`config.mk`:
```
export PLATFORM = sky130hd
export DESIGN_NAME = round_robin_unit_allocator
export DESIGN_NICKNAME = d
export VERILOG_FILES = /design/src/hdl/rrua_pkg.sv /design/src/hdl/round_robin_unit_allocator.sv /design/src/hdl/rrua_engine.sv
export SDC_FILE = /design/constraint.sdc
export NUM_CORES = 1
export LEC_CHECK = 0
export BUFFER_PORTS_ARGS = -buffer_cell sky130_fd_sc_hd__buf_2
export CAP_MARGIN = 10
export CORE_MARGIN = 2
export CORE_UTILIZATION = 50
export DETAILED_ROUTE_END_ITERATION = 6
export GPL_TIMING_DRIVEN = 0
export PLACE_DENSITY_LB_ADDON = 0.1
export SLEW_MARGIN = 25
export SYNTH_ARGS = -nofsm -noshare
export SYNTH_HDL_FRONTEND = slang
export SYNTH_SLANG_ARGS = --single-unit
```
`constraint.sdc`:
```
create_clock -name clock -period 4.1 [get_ports clock]
set_clock_uncertainty 0.05 [all_clocks]
set_input_delay 0.82 -clock clock [delete_from_list [all_inputs] [get_ports clock]]
set_output_delay 0.82 -clock clock [all_outputs]
set_load 0.005 [all_outputs]
```
`src/hdl/rrua_pkg.sv`:
```
// Shared types and codes for the round-robin unit allocator.
package rrua_pkg;

   // Operation codes
   localparam logic [1:0] OP_REGISTER   = 2'd0;
   localparam logic [1:0] OP_SET_STATUS = 2'd1;
   localparam logic [1:0] OP_ALLOCATE   = 2'd2;
   localparam logic [1:0] OP_RELEASE    = 2'd3;

   // Unit status codes
   localparam logic [1:0] ST_AVAIL = 2'd0;
   localparam logic [1:0] ST_BUSY  = 2'd1;
   localparam logic [1:0] ST_MAINT = 2'd2;

   // Result codes
   localparam logic [2:0] RC_DONE       = 3'd0;
   localparam logic [2:0] RC_TABLE_FULL = 3'd1;
   localparam logic [2:0] RC_DUPLICATE  = 3'd2;
   localparam logic [2:0] RC_NOT_FOUND  = 3'd3;
   localparam logic [2:0] RC_NONE_AVAIL = 3'd4;
   localparam logic [2:0] RC_LOG_FULL   = 3'd5;
   localparam logic [2:0] RC_NOT_BUSY   = 3'd6;

   // Saturation point of task counts and grant numbers
   localparam logic [6:0] COUNT_MAX = 7'd127;

   typedef struct packed {
      logic [1:0]  op;
      logic [15:0] unit_id;
      logic [1:0]  new_status;
   } req_type;

   typedef struct packed {
      logic [2:0]  result_code;
      logic [15:0] granted_id;
      logic [6:0]  grant_number;
      logic [6:0]  unit_task_total;
   } rsp_type;

   // Top level to engine
   typedef struct packed {
      logic start;
      logic take;
   } eng_ctl_type;

   // Engine to top level
   typedef struct packed {
      logic busy;
      logic done;
   } eng_status_type;

endpackage

```
`src/hdl/round_robin_unit_allocator.sv`:
```
// Round-robin unit allocator: request handshake, engine and result register.
//
// Keeps a table of up to UNIT_SLOTS worker units (id, status, task count) in a
// single-port-read synchronous memory and serves one operation at a time:
// register, set status, allocate (round robin from a rotating pointer) and
// release. Each operation gives exactly one response transfer. The table read
// port sets the timing, as one entry is read per cycle and compared the cycle
// after. A scan stops at the first entry that matches, or after all registered
// units have been read. Rejections that need no scan (table full, empty table,
// grant log full) go from idle straight to the reply state. The engine returns
// to idle as its response is loaded into the output register and takes the
// next request from there. A finished response sits in the output register, so
// the next request is taken while it waits.
// No clearing pass after reset: only entries below the fill count are read.
module round_robin_unit_allocator #(
   parameter int UNIT_SLOTS  = 16,
   parameter int GRANT_LIMIT = 64,
   parameter int ID_WIDTH    = 16
) (
   input  logic              clock,
   input  logic              reset,
   input  logic              req_valid,
   output logic              req_stall,
   input  rrua_pkg::req_type req_data,
   output logic              rsp_valid,
   input  logic              rsp_stall,
   output rrua_pkg::rsp_type rsp_data
);

   rrua_pkg::eng_ctl_type    eng_ctl;
   rrua_pkg::eng_status_type eng_status;
   rrua_pkg::rsp_type        eng_result;

   logic              rsp_valid_ff, rsp_valid_in;
   rrua_pkg::rsp_type rsp_data_ff, rsp_data_in;
   logic              rsp_free;

   // Requests wait while the engine is working on one.
   assign req_stall     = eng_status.busy;
   assign eng_ctl.start = req_valid && !eng_status.busy;

   // Output register is free when empty or being drained this cycle.
   assign rsp_free     = !rsp_valid_ff || !rsp_stall;
   assign eng_ctl.take = eng_status.done && rsp_free;

   rrua_engine #(
      .UNIT_SLOTS  (UNIT_SLOTS),
      .GRANT_LIMIT (GRANT_LIMIT),
      .ID_WIDTH    (ID_WIDTH)
   ) u_engine (
      .clock  (clock),
      .reset  (reset),
      .ctl    (eng_ctl),
      .cmd    (req_data),
      .status (eng_status),
      .result (eng_result)
   );

   always_comb begin
      rsp_valid_in = rsp_valid_ff;
      rsp_data_in  = rsp_data_ff;
      if (eng_ctl.take) begin
         rsp_valid_in = 1'b1;
         rsp_data_in  = eng_result;
      end else if (!rsp_stall) begin
         rsp_valid_in = 1'b0;   // transfer completed, nothing new
      end
   end

   always_ff @(posedge clock) begin
      if (reset) begin
         rsp_valid_ff <= 1'b0;
      end else begin
         rsp_valid_ff <= rsp_valid_in;
      end
   end

   always_ff @(posedge clock) begin
      rsp_data_ff <= rsp_data_in;
   end

   assign rsp_valid = rsp_valid_ff;
   assign rsp_data  = rsp_data_ff;

endmodule

```
`src/hdl/rrua_engine.sv`:
```
// Unit table memory with its scan, update and reply sequencer.
module rrua_engine #(
   parameter int UNIT_SLOTS  = 16,
   parameter int GRANT_LIMIT = 64,
   parameter int ID_WIDTH    = 16
) (
   input  logic                    clock,
   input  logic                    reset,
   input  rrua_pkg::eng_ctl_type   ctl,
   input  rrua_pkg::req_type       cmd,
   output rrua_pkg::eng_status_type status,
   output rrua_pkg::rsp_type       result
);

   localparam int SLOT_W = (UNIT_SLOTS > 1) ? $clog2(UNIT_SLOTS) : 1;
   localparam int CNT_W  = $clog2(UNIT_SLOTS + 1);
   localparam int GR_W   = $clog2(GRANT_LIMIT + 1);

   typedef struct packed {
      logic [ID_WIDTH-1:0] id;
      logic [1:0]          status;
      logic [6:0]          tasks;
   } entry_type;

   typedef enum logic [3:0] {
      S_IDLE   = 4'b0001,
      S_SCAN   = 4'b0010,
      S_UPDATE = 4'b0100,
      S_REPLY  = 4'b1000
   } state_type;

   entry_type mem [UNIT_SLOTS];
   entry_type mem_rd_ff;

   state_type           state_ff, state_in;
   logic [1:0]          op_ff, op_in;
   logic [ID_WIDTH-1:0] key_ff, key_in;
   logic [1:0]          new_st_ff, new_st_in;
   logic [CNT_W-1:0]    count_ff, count_in;
   logic [GR_W-1:0]     grants_ff, grants_in;
   logic [SLOT_W-1:0]   rotate_ff, rotate_in;
   logic [SLOT_W-1:0]   issue_addr_ff, issue_addr_in;
   logic [CNT_W-1:0]    issue_cnt_ff, issue_cnt_in;
   logic                rd_pend_ff, rd_pend_in;
   logic [SLOT_W-1:0]   rd_slot_ff, rd_slot_in;
   logic                hit_ff, hit_in;
   logic [SLOT_W-1:0]   hit_slot_ff, hit_slot_in;
   entry_type           hit_entry_ff, hit_entry_in;
   rrua_pkg::rsp_type   result_ff, result_in;

   logic              rd_en;
   logic              wr_en;
   logic [SLOT_W-1:0] wr_addr;
   entry_type         wr_data;
   logic              match;
   logic [6:0]        tasks_next;
   logic [GR_W:0]     grant_next;
   logic [6:0]        grant_num;

   assign match = (op_ff == rrua_pkg::OP_ALLOCATE) ?
                  (mem_rd_ff.status == rrua_pkg::ST_AVAIL) : (mem_rd_ff.id == key_ff);

   assign tasks_next = (hit_entry_ff.tasks < rrua_pkg::COUNT_MAX) ?
                       hit_entry_ff.tasks + 7'd1 : rrua_pkg::COUNT_MAX;
   assign grant_next = {1'b0, grants_ff} + (GR_W + 1)'(1);
   assign grant_num  = (32'(grant_next) > 32'(rrua_pkg::COUNT_MAX)) ?
                       rrua_pkg::COUNT_MAX : 7'(grant_next);

   always_comb begin
      state_in      = state_ff;
      op_in         = op_ff;
      key_in        = key_ff;
      new_st_in     = new_st_ff;
      count_in      = count_ff;
      grants_in     = grants_ff;
      rotate_in     = rotate_ff;
      issue_addr_in = issue_addr_ff;
      issue_cnt_in  = issue_cnt_ff;
      rd_pend_in    = 1'b0;
      rd_slot_in    = rd_slot_ff;
      hit_in        = hit_ff;
      hit_slot_in   = hit_slot_ff;
      hit_entry_in  = hit_entry_ff;
      result_in     = result_ff;
      rd_en         = 1'b0;
      wr_en         = 1'b0;
      wr_addr       = hit_slot_ff;
      wr_data       = hit_entry_ff;

      unique case (state_ff)
         S_IDLE: begin
            if (ctl.start) begin
               op_in         = cmd.op;
               key_in        = ID_WIDTH'(cmd.unit_id);
               new_st_in     = cmd.new_status;
               result_in     = '0;
               hit_in        = 1'b0;
               issue_cnt_in  = '0;
               issue_addr_in = (cmd.op == rrua_pkg::OP_ALLOCATE) ? rotate_ff : '0;
               state_in      = S_SCAN;
               if (cmd.op == rrua_pkg::OP_REGISTER && count_ff >= CNT_W'(UNIT_SLOTS)) begin
                  result_in.result_code = rrua_pkg::RC_TABLE_FULL;
                  state_in              = S_REPLY;
               end else if (cmd.op == rrua_pkg::OP_ALLOCATE && count_ff == '0) begin
                  result_in.result_code = rrua_pkg::RC_NONE_AVAIL;
                  state_in              = S_REPLY;
               end else if (cmd.op == rrua_pkg::OP_ALLOCATE &&
                            32'(grants_ff) >= 32'(GRANT_LIMIT)) begin
                  result_in.result_code = rrua_pkg::RC_LOG_FULL;
                  state_in              = S_REPLY;
               end
            end
         end
         S_SCAN: begin
            // one read issued per cycle; data compared the cycle after
            if (issue_cnt_ff < count_ff) begin
               rd_en        = 1'b1;
               rd_pend_in   = 1'b1;
               rd_slot_in   = issue_addr_ff;
               issue_cnt_in = issue_cnt_ff + CNT_W'(1);
               if (CNT_W'(issue_addr_ff) == count_ff - CNT_W'(1)) begin
                  issue_addr_in = '0;
               end else begin
                  issue_addr_in = issue_addr_ff + SLOT_W'(1);
               end
            end
            if (rd_pend_ff && match) begin
               hit_in       = 1'b1;
               hit_slot_in  = rd_slot_ff;
               hit_entry_in = mem_rd_ff;
               rd_pend_in   = 1'b0;
               state_in     = S_UPDATE;
            end else if (!rd_pend_ff && issue_cnt_ff == count_ff) begin
               state_in = S_UPDATE;
            end
         end
         S_UPDATE: begin
            state_in = S_REPLY;
            case (op_ff)
               rrua_pkg::OP_REGISTER: begin
                  if (hit_ff) begin
                     result_in.result_code = rrua_pkg::RC_DUPLICATE;
                  end else begin
                     wr_en    = 1'b1;
                     wr_addr  = count_ff[SLOT_W-1:0];
                     wr_data  = '{id: key_ff, status: rrua_pkg::ST_AVAIL, tasks: 7'd0};
                     count_in = count_ff + CNT_W'(1);
                     result_in.result_code = rrua_pkg::RC_DONE;
                  end
               end
               rrua_pkg::OP_SET_STATUS: begin
                  if (hit_ff) begin
                     wr_en          = 1'b1;
                     wr_data.status = (new_st_ff > rrua_pkg::ST_MAINT) ?
                                      rrua_pkg::ST_MAINT : new_st_ff;
                     result_in.result_code = rrua_pkg::RC_DONE;
                  end else begin
                     result_in.result_code = rrua_pkg::RC_NOT_FOUND;
                  end
               end
               rrua_pkg::OP_ALLOCATE: begin
                  if (hit_ff) begin
                     wr_en          = 1'b1;
                     wr_data.status = rrua_pkg::ST_BUSY;
                     wr_data.tasks  = tasks_next;
                     grants_in      = grants_ff + GR_W'(1);
                     if (CNT_W'(hit_slot_ff) + CNT_W'(1) == count_ff) begin
                        rotate_in = '0;
                     end else begin
                        rotate_in = hit_slot_ff + SLOT_W'(1);
                     end
                     result_in.result_code     = rrua_pkg::RC_DONE;
                     result_in.granted_id      = 16'(hit_entry_ff.id);
                     result_in.grant_number    = grant_num;
                     result_in.unit_task_total = tasks_next;
                  end else begin
                     result_in.result_code = rrua_pkg::RC_NONE_AVAIL;
                  end
               end
               default: begin
                  if (!hit_ff) begin
                     result_in.result_code = rrua_pkg::RC_NOT_FOUND;
                  end else if (hit_entry_ff.status != rrua_pkg::ST_BUSY) begin
                     result_in.result_code = rrua_pkg::RC_NOT_BUSY;
                  end else begin
                     wr_en          = 1'b1;
                     wr_data.status = rrua_pkg::ST_AVAIL;
                     result_in.result_code = rrua_pkg::RC_DONE;
                  end
               end
            endcase
         end
         S_REPLY: begin
            if (ctl.take) begin
               state_in = S_IDLE;
            end
         end
         default: begin
            state_in = S_IDLE;
         end
      endcase
   end

   // Unit table: one write port, one registered read port
   always_ff @(posedge clock) begin
      if (wr_en) begin
         mem[wr_addr] <= wr_data;
      end
      if (rd_en) begin
         mem_rd_ff <= mem[issue_addr_ff];
      end
   end

   always_ff @(posedge clock) begin
      if (reset) begin
         state_ff   <= S_IDLE;
         count_ff   <= '0;
         grants_ff  <= '0;
         rotate_ff  <= '0;
         rd_pend_ff <= 1'b0;
      end else begin
         state_ff   <= state_in;
         count_ff   <= count_in;
         grants_ff  <= grants_in;
         rotate_ff  <= rotate_in;
         rd_pend_ff <= rd_pend_in;
      end
   end

   always_ff @(posedge clock) begin
      op_ff         <= op_in;
      key_ff        <= key_in;
      new_st_ff     <= new_st_in;
      issue_addr_ff <= issue_addr_in;
      issue_cnt_ff  <= issue_cnt_in;
      rd_slot_ff    <= rd_slot_in;
      hit_ff        <= hit_in;
      hit_slot_ff   <= hit_slot_in;
      hit_entry_ff  <= hit_entry_in;
      result_ff     <= result_in;
   end

   assign status.busy = (state_ff != S_IDLE);
   assign status.done = (state_ff == S_REPLY);
   assign result      = result_ff;

endmodule
```
==> flow_summary.toml, run 1 <==
[worst_setup_path]
cp-start-kind = "register"
crit_required_ns = 4.38
reg2reg_from = "u_engine.op_ff[0]$_DFFE_PP_"
reg2regPathDepth = 8
crit_path_end_kind = "register"
path_max_fanout = 15
r2r_setup_slack_ns = 0.85
cp_data_arrival_time_ns = 3.53
crit_type = "register to register"
r2r_end = "u_engine.mem[13][14]$_DFFE_PP_"

[sta]
drv_slew = 0
setup_violations = 0
finalCriticalPeriod_ns = 3.25
fin_setup_tns_ns = 0
fin_ws_ns = 0.848
max_freq_mhz = 308
hold_ws_ns = 0.320
relSlewSlack_pct = 31.9
timing.final.hold_violations = 0
rsz0062_at_grt = "no"
worst_pin_slew_ns = 1.02
timing.final.crit_share_pct = 79.3

[global_routing]
grtUsageTotal_pct = 22.4
first_global_vias = 12100
grt_pass1_wl_um = 77200
antenna_found_initial = 0
grt_max_degree = 31
overflow = 0

[place]
port_buffers = 58
dp_hpwl_um = 35700
placed_cells = 2030
dpl_cell_area_um2 = 24500
pre_cts_ws_ns = 0.876
routabilityCongestion = 0.826

[cells_and_area]
final_cell_mix = "edfxtp_1 (554), nand2_1 (111), mux2i_1 (78)"
finalNetCount = 1532
post_route_cells_drive_above_1_share_pct = 19.2
layout_commonest_cell = "edfxtp_1"
final_area_um2 = 26400
num_antenna_cells = 0
utilization_pct = 58.5
finalNonFillerCells = 2137
area_delta_synth_final_pct = 15.8
nFillCells = 3404

[floorplanning]
die_w_um = 218
num_io_pins = 59
initial_utilization_pct = 50.5
num_rows = 78
die_y_um = 218
die_area_um2 = 47300
coreArea_um2 = 45200

[power]
finalPower_mw = 15.0
leakage_nw = 8.77
powerDensity_nw_per_um2 = 567
peakVddDrop_mv = 0.374

[logic_synthesis]
async_flop_share_pct = 0
synth_enable_flop_cells = 554
synth_area_um2 = 22800
synth.avg_cell_area_um2 = 16.9
ys_seq_area_share_pct = 74.9
syn_inst = 1351
ys_ff_latch = 576
ys_warn_count = 0
syn_nets = 1392
synthFlopType = "edfxtp_1"
synth_cell_types = 55

[route]
drt_wl_total_um = 51800
wl_per_cell_um = 24.2
via_per_inst = 5.74
routed-via-count = 12300
drc = 0
drt_iter0_drc = 1169
first_pass_iters = 7
drtAntennaViolNets = 0

[hold_path]
hp-start = "req_data[10]"
hold_path.class = "primary input to register"
holdPathEnd = "u_engine.key_ff[8]$_DFFE_PP_"
min_path_cells = 1

[cts]
cts_buffer_depth = 3
hold_buffers = 0
htree_levels = 2
cts_sinks = 576
cts_resized = 0
clockRootBuffer = "clkbuf_16"
clk_pin_slew_worst_paths_ns = 0.06
postCtsSetupRepairBufs = 0
cts_tree = "done"
cts_made_buffers = 59
insertion_delay_ns = 0.63

[flow_run]
maxCapViolCount = 0

[run_status]
status = "complete, no violations"
-- flip-flops by register name, indices dropped and copies added, names as in the netlist, 4 cells and up --
name and flops:
u_engine.issue_addr_ff 4, u_engine.issue_cnt_ff 5, u_engine.hit_entry_ff 25, u_engine.mem_rd_ff 25
rsp_data 33, u_engine.state_ff 4, u_engine.count_ff 5, u_engine.key_ff 16
u_engine.grants_ff 7, u_engine.rotate_ff 4, u_engine.rd_slot_ff 4, u_engine.mem 400
u_engine.hit_slot_ff 4, u_engine.result 33
-- cell usage after synthesis (22+ instances only) --
| cell type | count | area [um^2] |
|---|---|---|
| edfxtp_1 | 554 | 16600 |
| nand2_1 | 112 | 420 |
| mux2i_1 | 78 | 781 |
| o21ai_0 | 74 | 370 |
| a21oi_1 | 59 | 295 |
| nor2_1 | 57 | 214 |
| mux4_2 | 50 | 1130 |
| clkbuf_1 | 40 | 150 |
| xnor2_1 | 35 | 307 |
| a221oi_1 | 25 | 219 |
| a22oi_1 | 25 | 188 |
| dfxtp_1 | 22 | 440 |
| mux2_2 | 22 | 248 |
-- how the worst max path moves through the flow --
| stage | from | to | slack [ns] |
|---|---|---|---|
| floorplan | u_engine.op_ff[0]$_DFFE_PP_ | u_engine.mem[12][0]$_DFFE_PP_ | 1.04 |
| global placement | u_engine.state_ff[3]$_SDFFE_PP0P_ | u_engine.mem[10][17]$_DFFE_PP_ | -0.60 |
| detailed placement | u_engine.op_ff[0]$_DFFE_PP_ | u_engine.mem[13][11]$_DFFE_PP_ | 0.88 |
| CTS | u_engine.op_ff[0]$_DFFE_PP_ | u_engine.mem[13][10]$_DFFE_PP_ | 0.83 |
| global route | u_engine.op_ff[0]$_DFFE_PP_ | u_engine.mem[13][14]$_DFFE_PP_ | 0.63 |
| finish | u_engine.op_ff[0]$_DFFE_PP_ | u_engine.mem[13][14]$_DFFE_PP_ | 0.85 |
-- where the power goes --
| part | total, mW | switching [mW] | internal, mW |
|---|---|---|---|
| sequential | 6.99 | 0.154 | 6.84 |
| combinational | 2.75 | 1.75 | 1.00 |
| clock | 5.22 | 2.20 | 3.03 |
| total | 15.0 | 4.10 | 10.9 |
-- worst max-delay path: stages, from the launching register on --
cell and delay, ns:
edfxtp_1 0.43, inv_1 0.11, ha_1 0.14, clkbuf_1 0.30, nor3b_1 0.44, buf_2 0.35, a31oi_1 0.35, nor2_4 0.54
buf_16 0.22
-- kinds of logic (layout without fill, tap and decap cells) --
kind of cell	Yosys count	after routing	synth area share [%]
buf+inv	85	271	1.59
fa+ha+maj	17	17	0.933
simple gates	254	254	5.36
mux	150	150	9.45
xor+xnor	47	47	1.80
compound gates	222	222	6.00
flops	576	576	74.9
-- layer usage --
| layer | global-route usage [%] | part of all wire, % |
|---|---|---|
| met3 | 3.81 | 7.2 |
| met1 | 32.0 | 43 |
| met5 | 0 | 0 |
| met2 | 36.0 | 48 |
| met4 | 5.84 | 2.2 |
-- final cells by class --
class	count	area, um^2	share of cell area (%)
sequential	576	17100	64.6
multi-input combinational	690	5550	21.0
clock buffer	71	1530	5.80
timing repair buffer	79	808	3.06
tap	600	751	2.84
clock inverter	36	345	1.31
buffer	65	287	1.08
inverter	20	75.1	0.284
(Power assumes the default switching activity.)
==> inputs of run 2 (changes only) <==
Clock period 4.1 ns to 3.1 ns, I/O delays scaled along.
==> run 2 against run 1 <==
Non-clock buffer count grew 16. First-iteration DRC count is 9.8% lower. Die area unchanged. Final area up 1.3%. Critical path type unchanged. Highest routed layer unchanged. Clock power rose by 32%. Via count barely moved. Core utilization is 0.76 points higher.
==> flow_summary.toml, run 2 (synthesis results as in run 1) <==
[run_status]
status = "complete, no violations"

[power]
leakage_nw = 8.90
peakVddDrop_mv = 0.495
finalPower_mw = 19.8
powerDensity_nw_per_um2 = 740

[flow_run]
maxCapViolCount = 0

[global_routing]
antenna_found_initial = 0
overflow = 0
grt_pass1_wl_um = 77400
first_global_vias = 12100
grtUsageTotal_pct = 22.5
grt_max_degree = 31

[sta]
max_freq_mhz = 337
worst_pin_slew_ns = 1.06
drv_slew = 0
relSlewSlack_pct = 29.2
setup_violations = 0
timing.final.hold_violations = 0
hold_ws_ns = 0.127
timing.final.crit_share_pct = 95.7
rsz0062_at_grt = "no"
finalCriticalPeriod_ns = 2.97
fin_ws_ns = 0.134

[worst_setup_path]
r2r_setup_slack_ns = 0.13
reg2regPathDepth = 7
crit_path_end_kind = "register"
cp_slowest_cell = "clkbuf_1"
path_max_fanout = 10
reg2reg_from = "u_engine.issue_addr_ff[1]$_DFFE_PP_"
cp_cell_sequence = "buf_2 -> and2_1 -> clkbuf_1 -> clkbuf_1 -> a221oi_1 -> a22oi_1 -> nand2_1"
crit_path_end = "u_engine.mem_rd_ff[12]$_DFFE_PP_"
crit_type = "register to register"
r2r_end = "u_engine.mem_rd_ff[12]$_DFFE_PP_"
cp-start-kind = "register"
cp-startpoint = "u_engine.issue_addr_ff[1]$_DFFE_PP_"
cpPeakStageDelay_ns = 0.68
worst_path_most_repeated_cell = "clkbuf_1"
cp_data_arrival_time_ns = 3.24
crit_required_ns = 3.38

[route]
wl_per_cell_um = 24.2
first_pass_iters = 5
via_per_inst = 5.70
drtAntennaViolNets = 0
routed-via-count = 12300
drc = 0
drt_iter0_drc = 1055
drt_wl_total_um = 52000

[cts]
hold_buffers = 0
clockRootBuffer = "clkbuf_16"
clk_pin_slew_worst_paths_ns = 0.06
htree_levels = 2
cts_made_buffers = 59
insertion_delay_ns = 0.62
cts_buffer_depth = 3
cts_sinks = 576
cts_tree = "done"

[floorplanning]
num_rows = 78
initial_utilization_pct = 50.5
num_io_pins = 59
coreArea_um2 = 45200
die_area_um2 = 47300
die_w_um = 218
die_y_um = 218

[cells_and_area]
finalNonFillerCells = 2153
layout_commonest_cell = "edfxtp_1"
final_cell_mix = "edfxtp_1 (554), nand2_1 (108), mux2i_1 (78)"
post_route_cells_drive_above_1_share_pct = 20.4
finalNetCount = 1548
regMostFlops = "u_engine.mem"
largest_register_ffs = 400
area_delta_synth_final_pct = 17.4
nFillCells = 3362
num_antenna_cells = 0

[place]
dp_hpwl_um = 35700
pre_cts_ws_ns = -0.124
port_buffers = 58
placed_cells = 2030
routabilityCongestion = 0.826

[hold_path]
hold_path.class = "primary input to register"
min_path_cells = 1
run 2: cell types whose count changed in the layout (fill, tap and decap cells not counted), sizes merged:
cell	previous run	this run
buf	104	120
run 2: worst min path at each step:
stage	from	slack, ns	end
3_5_place_dp	u_engine.result[16]$_SDFFCE_PP0P_	0.35	rsp_data[16]$_DFFE_PP_
4_1_cts	req_data[10]	0.09	u_engine.key_ff[8]$_DFFE_PP_
5_1_grt	req_data[10]	0.1	u_engine.key_ff[8]$_DFFE_PP_
6_report	req_data[5]	0.13	u_engine.key_ff[3]$_DFFE_PP_
2_1_floorplan	u_engine.result[0]$_SDFFCE_PP0P_	0.35	rsp_data[0]$_DFFE_PP_
3_3_place_gp	u_engine.result[16]$_SDFFCE_PP0P_	0.35	rsp_data[16]$_DFFE_PP_
run 2: power by group:
part	switching, mW	internal, mW
clock network	2.90	4.00
registers	0.205	9.05
logic	2.32	1.33
total	5.43	14.4
run 2: per-stage QoR:
step / setup TNS (ns) / cell area [um^2] / util [%]
2_1_floorplan: 0 / 22800 / -
3_3_place_gp: -659.86 / 23800 / 52.8
3_5_place_dp: -5.67 / 24500 / 54.3
4_1_cts: 0 / 26600 / 58.9
5_1_grt: 0 / 26800 / 59.2
6_report: 0 / 26800 / 59.2
run 2: area by class of cell:
| class | instances | area, um^2 | area share [%] |
|---|---|---|---|
| clock inverters | 36 | 345 | 1.29 |
| flip-flops and latches | 576 | 17100 | 63.8 |
| repair buffers | 95 | 1130 | 4.22 |
| inverters | 20 | 75.1 | 0.280 |
| multi-input cells | 690 | 5570 | 20.8 |
| clock buffers | 71 | 1530 | 5.72 |
| well taps | 600 | 751 | 2.80 |
| plain buffers | 65 | 287 | 1.07 |
run 2: critical path: cells and delay by family, from the launching register on:
| kind | cells | cell delay (ns) |
|---|---|---|
| buffers and inverters | 3 | 1.47 |
| and+or+nand+nor | 2 | 0.39 |
| AOI/OAI and AO/OA | 2 | 0.39 |
| DFF | 1 | 0.37 |
run 2: repair_timing:
item | in CTS | in global routing
pin swaps | 12 | 6
buffers inserted | 10 | 6
gates resized for setup | 1 | 5
endpoints found under the setup margin | 189 | 410
hold endpoints to repair | 0 | 0
run 2: metal layers:
metal / vias to the layer above / share of wire, % / track usage, %
met2: 410 / 48 / 36.0
met4: 0 / 1.9 / 6.07
met5: - / 0 / 0
met3: 67 / 7.4 / 4.09
li1: 5602 / - / -
met1: 6195 / 43 / 32.0
